### src/design/dscr_pkg.sv
// ----------------------------------------------------------------------------
// dscr_pkg: shared types and constants for the stereo capture ring
// Request classes, result kinds, the queued request record and the
// configuration bundle that the front and back parts pass between them.
// ----------------------------------------------------------------------------
`default_nettype none

package dscr_pkg;

  // Stream payload widths (tdata rounded up to whole bytes).
  localparam int unsigned IN_DATA_W  = 32;
  localparam int unsigned OUT_DATA_W = 176;

  // Request queue between the front and back parts.
  localparam int unsigned Q_DEPTH = 4;
  localparam int unsigned Q_AW    = 2;

  // Result kinds carried on out_tuser.
  localparam logic [1:0] KIND_POINT = 2'd0;
  localparam logic [1:0] KIND_SUMS  = 2'd1;
  localparam logic [1:0] KIND_EMPTY = 2'd2;

  // Input command codes carried on in_tuser.
  localparam logic CMD_PUSH = 1'b0;
  localparam logic CMD_POLL = 1'b1;

  // Configuration register indexes.
  localparam logic CFG_DECIMATION = 1'b0;
  localparam logic CFG_MAX_POINTS = 1'b1;

  // Request classes decided by the front part.
  typedef enum logic [1:0] {
    OP_PUSH     = 2'd0,
    OP_PUSH_END = 2'd1,
    OP_POLL     = 2'd2
  } op_t;

  // One classified request as it sits in the queue.
  typedef struct packed {
    op_t                op;
    logic signed [15:0] left;
    logic signed [15:0] right;
  } item_t;

  // Configuration registers as the back part sees them.
  typedef struct packed {
    logic [8:0] decimation;
    logic [6:0] max_points;
  } cfg_t;

endpackage

`default_nettype wire

### src/design/dscr_front.sv
// ----------------------------------------------------------------------------
// dscr_front: request intake and classification
// Accepts stream requests, sorts them into push, push with block end and
// poll, and holds them in a short queue for the back part.
// ----------------------------------------------------------------------------
`default_nettype none

module dscr_front (
  input  wire logic                           clk,
  input  wire logic                           rst_n,
  input  wire logic                           in_tvalid,
  output logic                                in_tready,
  input  wire logic [dscr_pkg::IN_DATA_W-1:0] in_tdata,   // left[15:0], right[31:16]
  input  wire logic                           in_tuser,   // cmd
  input  wire logic                           in_tlast,   // block_end
  output logic                                q_valid,
  output dscr_pkg::item_t                     q_item,
  input  wire logic                           q_pop
);

  import dscr_pkg::*;

  item_t             q_mem [Q_DEPTH];
  logic [Q_AW-1:0]   wr_ptr_r, wr_ptr_nxt;
  logic [Q_AW-1:0]   rd_ptr_r, rd_ptr_nxt;
  logic [Q_AW:0]     cnt_r, cnt_nxt;
  logic              push;
  item_t             cls_item;

  // Sort the incoming request. A poll ignores block end and the samples.
  always_comb begin
    cls_item.left  = $signed(in_tdata[15:0]);
    cls_item.right = $signed(in_tdata[31:16]);
    if (in_tuser == CMD_POLL) begin
      cls_item.op = OP_POLL;
    end else if (in_tlast) begin
      cls_item.op = OP_PUSH_END;
    end else begin
      cls_item.op = OP_PUSH;
    end
  end

  // Queue bookkeeping.
  assign in_tready = (cnt_r != (Q_AW + 1)'(Q_DEPTH));
  assign push      = in_tvalid && in_tready;
  assign q_valid   = (cnt_r != '0);
  assign q_item    = q_mem[rd_ptr_r];

  always_comb begin
    wr_ptr_nxt = wr_ptr_r;
    rd_ptr_nxt = rd_ptr_r;
    cnt_nxt    = cnt_r;
    if (push) begin
      wr_ptr_nxt = wr_ptr_r + 1'b1;
    end
    if (q_pop) begin
      rd_ptr_nxt = rd_ptr_r + 1'b1;
    end
    if (push && !q_pop) begin
      cnt_nxt = cnt_r + 1'b1;
    end else if (!push && q_pop) begin
      cnt_nxt = cnt_r - 1'b1;
    end
  end

  always_ff @(posedge clk) begin
    if (!rst_n) begin
      wr_ptr_r <= '0;
      rd_ptr_r <= '0;
      cnt_r    <= '0;
    end else begin
      wr_ptr_r <= wr_ptr_nxt;
      rd_ptr_r <= rd_ptr_nxt;
      cnt_r    <= cnt_nxt;
    end
  end

  // Queue storage needs no reset.
  always_ff @(posedge clk) begin
    if (push) begin
      q_mem[wr_ptr_r] <= cls_item;
    end
  end

endmodule

`default_nettype wire

### config.mk
export PLATFORM = sky130hd
export DESIGN_NAME = dscr_front
export DESIGN_NICKNAME = d
export VERILOG_FILES = /design/src/design/dscr_pkg.sv /design/src/design/dscr_front.sv
export SDC_FILE = /design/constraint.sdc
export NUM_CORES = 1
export LEC_CHECK = 0
export ABC_AREA = 1
export BUFFER_PORTS_ARGS = -buffer_cell sky130_fd_sc_hd__buf_4
export CORE_MARGIN = 3
export CORE_UTILIZATION = 55
export DETAILED_ROUTE_END_ITERATION = 12
export PLACE_DENSITY_LB_ADDON = 0.3
export SYNTH_ARGS = -nofsm -noshare
export SYNTH_HDL_FRONTEND = slang
export SYNTH_SLANG_ARGS = --single-unit
### constraint.sdc
create_clock -name clk -period 6.3 [get_ports clk]
set_clock_uncertainty 0.05 [all_clocks]
set_input_delay 0.315 -clock clk [delete_from_list [all_inputs] [get_ports clk]]
set_output_delay 0.315 -clock clk [all_outputs]
set_load 0.05 [all_outputs]
; Yosys cells after proc, flatten, opt, wreduce, memory -nomap -nowiden
; Memory sizes are Yosys's and may differ from the RTL's. A register that Yosys moved wholly into a read port is not among the register bits.
; Index checks and enable logic that the tools add are counted.
[totals]
in_bits = 38
ff_bits = 7
mem_count = 1
ramBits = 136
[op_classes]
n_eq_ne = 1
add_sub_neg = 4
muxes = 8
reduce_logical = 7
[mem_list]
columns = name, depth, word_bits, read_ports, rd_ports_with_merged_regs, wr, line
row1 = q_mem, 4, 34, 1, 1, 1, dscr_front.sv:23  ; item_t q_mem [Q_DEPTH];
[ops]
columns = operator, count
row1 = two-way mux 2 bit, 3
row2 = two-way mux 3 bit, 2
row3 = "adder 2 x 1 -> 2 bit, second input constant", 2
row4 = "adder 3 x 1 -> 3 bit, second input constant", 1
row5 = logical AND 1 bit, 3
row6 = two-way mux 1 bit, 3
row7 = "inequality test 3 bit, second input constant", 1
row8 = nonzero test 3 bit, 1
row9 = "subtractor 3 x 1 -> 3 bit, second input constant", 1
row10 = logical NOT 1 bit, 2
row11 = nonzero test 2 bit, 1

; Depth between registers and ports, before layout
; Gate-level depths: netlist of run 1.
[logic_depth]
depth_word = 6
mapped_depth = 13

; Worst setup path after synthesis of run 1
; OpenSTA, ideal clock, no wires.
[synth_path]
path_kind = reg-to-reg
startpoint = register cnt_r[0]
endpoint = memory q_mem[0][0] (netlist name), enable pin
setup_time_ns = 0.425
stages_incl_launch_ff = 5
arrival_ns = 2.620
slack_ns = 3.205
path_cell_list = dfxtp_1 > inv_1 > nand3_1 > nand2_1 > nor2_1
[synth_between]
elab_chain_cells = 4
[synth_rtl]
columns = item, line
row1 = "start, declared", dscr_front.sv:26  ; logic [Q_AW:0] cnt_r, cnt_nxt;
row2 = "start signal, assigned", dscr_front.sv:74  ; cnt_r <= cnt_nxt;
row3 = inequality test 3 bit, dscr_front.sv:44  ; assign in_tready = (cnt_r != (Q_AW + 1)'(Q_DEPTH));
row4 = via in_tready, dscr_front.sv:12  ; output logic in_tready,
row5 = logical AND 1 bit, dscr_front.sv:45  ; assign push = in_tvalid && in_tready;
row6 = two-way mux 1 bit, dscr_front.sv:80  ; if (push) begin
row7 = two-way mux 1 bit (not written as such), dscr_front.sv:81  ; q_mem[wr_ptr_r] <= cls_item;
row8 = "end, declared", dscr_front.sv:23
; The timed path passes the listed nets, and every way through them passes these cells.

==> out/metrics.csv, run 1 <==
stage,metric,value,unit
timing,fmax,315.0,MHz
detailed_routing,vias,3495,
final_layout,utilization,71.87,%
pwr,fin_total_pwr,2.445,mW
logic_synthesis,syn_area_per_cell,14.52,um2
final_layout,area_growth,25.07,%
die,ios,74,
final_layout,drive_above_1_share,28.71,%
detailed_routing,wire_per_inst,17.42,um
clocking,cts.root.buffer_cell,clkbuf_8,
die,die_w,108.0,um
timing,period_needed,3175,ps
timing,fin_crit_sh,50.39,%
clocking,cts_setup_buffers,0,
timing,setup_tns,0,ps
die,start_util,57.47,%
flow_run,cap_violations,0,
pwr,peakVddDrop,0.0002693,V
logic_synthesis,syn_area,5720,um2
final_layout,nets,543,
detailed_routing,vias_per_cell,5.419,
setup_path,cp-endpoint,q_item[7],
timing,report.final.hold_viol_count,0,
clocking,insertion_delay,510,ps
final_layout,final-instance-count-excl-fill,645,
clocking,max-clock-path-buffers,2,
logic_synthesis,yosysWarnings,0,
pwr,p_int,1.770,mW
final_layout,fin_area,7154,um2
final_layout,antennaDiodeCount,0,
logic_synthesis,seq_area_frac_synth,74.54,%
timing,drv_slew,0,
setup_path,path_class,flip-flop to output port,
setup_path,worstReg2RegStart,cnt_r[0],
setup_path,arrival,2810,ps
global_route,grtUsageTotal,20.23,%
die,die_y,108.0,um
logic_synthesis,synthesis.instances,394,
setup_path,reg2reg_slack,3930,ps
die,coreArea,9955,um2
pwr,powerDensity,341.8,nW/um2
setup_path,end_kind,output port,
clocking,post_cts_resized,0,
final_layout,final_cell_mix,"136 x edfxtp_1, 74 x buf_4, 67 x o21ai_0, 54 x nor2_1, 33 x dlygate4sd3_1",
setup_path,crit_fanout,35,
setup_path,worst_ep_required_time,5930,ps
clocking,cts.sinks,145,
placement,pre_cts_slack,3657,ps
pwr,p_leak,2.560,nW
timing,setup_slack,3125,ps
logic_synthesis,syn_nets,438,
pwr,p_seq_share,47.0,%
final_layout,n_fill_cell,647,
die,fp.dieArea,11660,um2
pwr,swShare,27.60,%
clocking,cts_tree,done,
pwr,pwr-share-clk,35.8,%
setup_path,crit_path_start_kind,flip-flop,
setup_path,rr_worst_depth,4,
detailed_routing,drtIter0Drc,273,
placement,dp.cells,580,
setup_path,timing.rr.end,q_mem[3][10],
pwr,comb_power_share,17.2,%
global_route,grt_pass1_wl,17.74,mm
timing,tightest_slew,1187,ps
logic_synthesis,post_synth_num_cell_types,23,
logic_synthesis,synth_top_area_share,71.39,%
pwr,switchingPower,674.8,uW
timing,hold_ws,30.19,ps
timing,max-slew-margin-rel,20.78,%
clocking,htree_levels,4,
global_route,grt-ovfl-total,0,
logic_synthesis,synth_top_cell_by_area,edfxtp_1,
clocking,path_clk_slew,60,ps
timing,finalSetupViolations,0,
placement,place_area,6306,um2
global_route,antenna_found_initial,0,
detailed_routing,drtPass1Iterations,5,
placement,buffer_ports.inserted,73,
hold_path,hold_class,input port to flip-flop,
global_route,grt_start_max_net_pins,70,
placement,hpwlAfterDp,6.009,mm
detailed_routing,routed_wirelength,11.24,mm
outcome,outcome,"complete, no violations",
die,num_rows,36,
timing,rsz0062_at_grt,false,
logic_synthesis,yosys-top-cells-area,"edfxtp_1 71%, o21ai_0 5.9%, o22ai_2 4.4%",
hold_path,hold_depth,3,
detailed_routing,antenna_left,0,
detailed_routing,drc,0,
logic_synthesis,synth-seq-cells,145,
final_layout,final_common_cell,edfxtp_1,
global_route,grt_pass1_vias,3506,
clocking,numCtsBuffers,17,
placement,place_congestion,0.7196,
==> kinds of logic (layout without fill, tap and decap cells) <==
logic type,count (synthesis),after routing,share of synthesized area [%]
AO/OA/AOI/OAI,111,111,12.64
adder cells (fa/ha/maj),6,6,1.444
buffers and inverters,40,158,4.265
flip-flops,145,145,74.54
AND/OR/NAND/NOR,92,92,7.109
==> final cells by class <==
cell class                      instances  area, um2  area share [%]
Clock buffer                           19      421.7           5.894
Clock inverter                         13      96.34           1.347
Inverter                               19      76.32           1.067
Multi-Input combinational cell        209       1242           17.37
Sequential cell                       145       4265           59.62
Tap cell                              133      166.4           2.326
Timing Repair Buffer                  107      885.9           12.38
==> how the worst min path moves through the flow <==
stage                      startpoint           to  slack [ps]
final                           rst_n     cnt_r[2]          30
after global routing            rst_n  wr_ptr_r[1]          30
after CTS                       rst_n     cnt_r[2]           8
after detailed placement  rd_ptr_r[1]  rd_ptr_r[1]         390
after global placement    rd_ptr_r[1]  rd_ptr_r[1]         380
after floorplan           rd_ptr_r[1]    flip-flop         360
==> cells in the mapped netlist (all sizes together) <==
| cell type | count |
|---|---|
| nand3 | 4 |
| fa | 1 |
| clkbuf | 2 |
| nand2 | 8 |
| nand4 | 1 |
| edfxtp | 136 |
| ha | 5 |
| o22ai | 34 |
| inv | 19 |
| buf | 19 |
| dfxtp | 9 |
| nand3b | 1 |
| a21oi | 5 |
| nor2 | 78 |
| o21ai | 72 |
==> power groups by stage <==
stage | clock network, mW | logic (mW) | registers [mW]
floorplan | 0 | 0.286 | 1.16
global placement | 0 | 0.398 | 1.17
detailed placement | 0 | 0.405 | 1.17
CTS | 0.881 | 0.423 | 1.15
global route | 0.923 | 0.449 | 1.16
finish | 0.875 | 0.420 | 1.15
==> registers in the layout (all words and copies together) (netlist names), named ones only <==
name      count
q_mem       136
cnt_r         3
rd_ptr_r      2
wr_ptr_r      2
==> layer usage <==
metal  up-vias  track usage [%]  part of all wire, %
met5         -                0                    0
met4         0            6.853                 0.95
met3         8            4.239                  5.1
met2       103            33.30                   50
met1      1716            27.16                   44
li1       1668                -                    -
==> critical path, cell delays in order (launching register included) <==
cell and delay [ps]:
dfxtp_1 1100, inv_2 570, o21ai_0 280, o22ai_2 120, buf_4 200
==> repair_timing <==
action                                  in CTS  in global routing
endpoints found under the hold margin      132                  0
endpoints found under the setup margin       0                  0
hold buffers                                33                  0
No activity file was read; power rests on OpenSTA's default activity.
==> run 2: changes to the inputs <==
==> constraint.sdc (replaced) <==
create_clock -name clk -period 3.3 [get_ports clk]
set_clock_uncertainty 0.05 [all_clocks]
set_input_delay 0.165 -clock clk [delete_from_list [all_inputs] [get_ports clk]]
set_output_delay 0.165 -clock clk [all_outputs]
set_load 0.05 [all_outputs]
==> out/metrics.csv, run 2 (synthesis gave the netlist of run 1 again) <==
stage,metric,value,unit,change
outcome,outcome,"complete, no violations",,
final_layout,drive_above_1_share,30.08,%,+1.4 points
detailed_routing,drc,0,,unchanged
clocking,insertion_delay,510,ps,about the same
detailed_routing,vias_per_cell,5.275,,-2.7%
timing,fin_crit_sh,78.40,%,
clocking,post_cts_resized,0,,unchanged
clocking,numCtsBuffers,17,,unchanged
die,coreArea,9955,um2,unchanged
pwr,fin_total_pwr,4.850,mW,+98%
pwr,pwr-share-clk,38.0,%,+2.2 points
detailed_routing,routed_wirelength,11.03,mm,-1.8%
setup_path,path_depth,4,,unchanged
die,num_rows,36,,unchanged
die,fp.dieArea,11660,um2,unchanged
timing,period_needed,2587,ps,
pwr,peakVddDrop,0.0003584,V,+33%
setup_path,critPathSlowestCell,inv_2,,
clocking,cts.sinks,145,,unchanged
detailed_routing,drtPass1Iterations,4,,-1
placement,hpwlAfterDp,6.131,mm,+2.0%
timing,drv_slew,0,,unchanged
global_route,grt_start_max_net_pins,69,,-1.4%
pwr,comb_power_share,16.8,%,-0.4 points
placement,place_congestion,0.7204,,+0.11%
timing,report.final.hold_viol_count,0,,unchanged
timing,tightest_slew,746.0,ps,-440.6 ps
final_layout,nets,553,,+1.8%
setup_path,end_kind,output port,,
detailed_routing,antenna_left,0,,unchanged
final_layout,reg_top3,"q_mem x136, cnt_r x3",,
pwr,p_leak,2.636,nW,+3.0%
timing,setup_tns,0,ps,unchanged
detailed_routing,vias,3455,,-1.1%
setup_path,arrival,2370,ps,-440 ps
die,ios,74,,unchanged
final_layout,largest-register,q_mem,,
final_layout,largest_reg_flops,136,,unchanged
final_layout,area_growth,27.76,%,
final_layout,n_fill_cell,633,,-2.2%
setup_path,rr_worst_depth,9,,+5
pwr,swShare,27.89,%,+0.29 points
die,die_w,108.0,um,unchanged
setup_path,crit_fanout,34,,-2.9%
global_route,grt_pass1_wl,17.42,mm,-1.8%
timing,max-slew-margin-rel,50.20,%,+29 points
setup_path,worstReg2RegStart,cnt_r[0],,
die,start_util,57.47,%,unchanged
pwr,powerDensity,663.7,nW/um2,+94%
flow_run,cap_violations,0,,unchanged
global_route,antenna_found_initial,0,,unchanged
timing,hold_ws,345.7,ps,+315.5 ps
pwr,p_int,3.498,mW,+98%
detailed_routing,drtIter0Drc,255,,-6.6%
hold_path,hold_class,input port to flip-flop,,
setup_path,crit_chain,inv_2 -> o21ai_0 -> o22ai_1 -> buf_4,,
setup_path,timing.rr.end,cnt_r[1],,
global_route,grtUsageTotal,19.99,%,-0.23 points
timing,rsz0062_at_grt,false,,
die,die_y,108.0,um,unchanged
hold_path,min_from,in_tdata[21],,
setup_path,critPathBufInv,2,,unchanged
clocking,cts.root.buffer_cell,clkbuf_8,,
detailed_routing,wire_per_inst,16.84,um,-3.3%
setup_path,reg2reg_slack,1090,ps,-2840 ps
clocking,cts_tree,done,,
setup_path,worst_ep_required_time,3080,ps,-2850 ps
setup_path,path_class,flip-flop to output port,,
placement,buffer_ports.inserted,73,,unchanged
clocking,max-clock-path-buffers,2,,unchanged
timing,finalSetupViolations,0,,unchanged
setup_path,slowest_delay,580,ps,-520 ps
clocking,htree_levels,4,,unchanged
pwr,p_seq_share,45.3,%,-1.7 points
final_layout,antennaDiodeCount,0,,unchanged
final_layout,final_common_cell,edfxtp_1,,
setup_path,path_delay_family,buffers and inverters,,
setup_path,crit_path_start_kind,flip-flop,,
pwr,switchingPower,1.353,mW,+100%
hold_path,hold_depth,2,,-1
hold_path,holdPathEnd,q_mem[3][5],,
clocking,path_clk_slew,70,ps,about the same
final_layout,final_cell_mix,"136 x edfxtp_1, 79 x buf_4, 67 x o21ai_0, 54 x nor2_1, 37 x dlygate4sd3_1",,
timing,fmax,386.5,MHz,
global_route,grt-ovfl-total,0,,unchanged
global_route,grt_pass1_vias,3478,,-0.80%
-- run 2: metrics by stage --
stage,utilization (%),instances,worst slack (ps),area (um2)
after floorplan,-,394,204.7,5720
after global placement,63.93,586,1166,6364
after detailed placement,63.93,586,1127,6364
after CTS,73.42,655,689.4,7308
after global routing,73.42,655,551.9,7308
final,73.42,655,712.9,7308
-- run 2: worst max-delay path by stage --
stage,from,end,slack (ps)
finish,flip-flop,q_item[26],710
global route,flip-flop,q_item[26],550
CTS,flip-flop,q_item[26],690
detailed placement,cnt_r[0],cnt_r[2],1130
global placement,cnt_r[0],cnt_r[1],1170
floorplan,cnt_r[0],q_mem[0][0],200
-- run 2: power by group through the flow --
stage          Combinational (mW)  Clock [mW]  Sequential [mW]
3_5_place_dp                0.781           0             2.23
6_report                    0.812        1.84             2.19
2_1_floorplan               0.546           0             2.22
5_1_grt                     0.869        1.95             2.21
4_1_cts                     0.820        1.86             2.20
3_3_place_gp                0.768           0             2.23
-- run 2: cell type report --
class                      count  area [um2]  area share [%]
tap                          133       166.4           2.277
multi-input combinational    209        1242           17.00
timing repair buffer         117       983.4           13.46
clock inverter                14       156.4           2.140
clock buffer                  18       417.9           5.718
inverter                      19       76.32           1.044
sequential                   145        4265           58.36
-- run 2: layer usage --
metal | track usage [%] | vias to the layer above | routed length [um]
li1 | - | 1680 | -
met1 | 26.07 | 1639 | 4759
met2 | 32.95 | 125 | 5508
met3 | 5.134 | 11 | 658
met4 | 6.943 | 0 | 106
met5 | 0 | - | 0
-- run 2: timing repair --
action / CTS / global route
hold buffers: 37 / 0
endpoints found under the hold margin: 145 / 0
setup buffers: 0 / 0
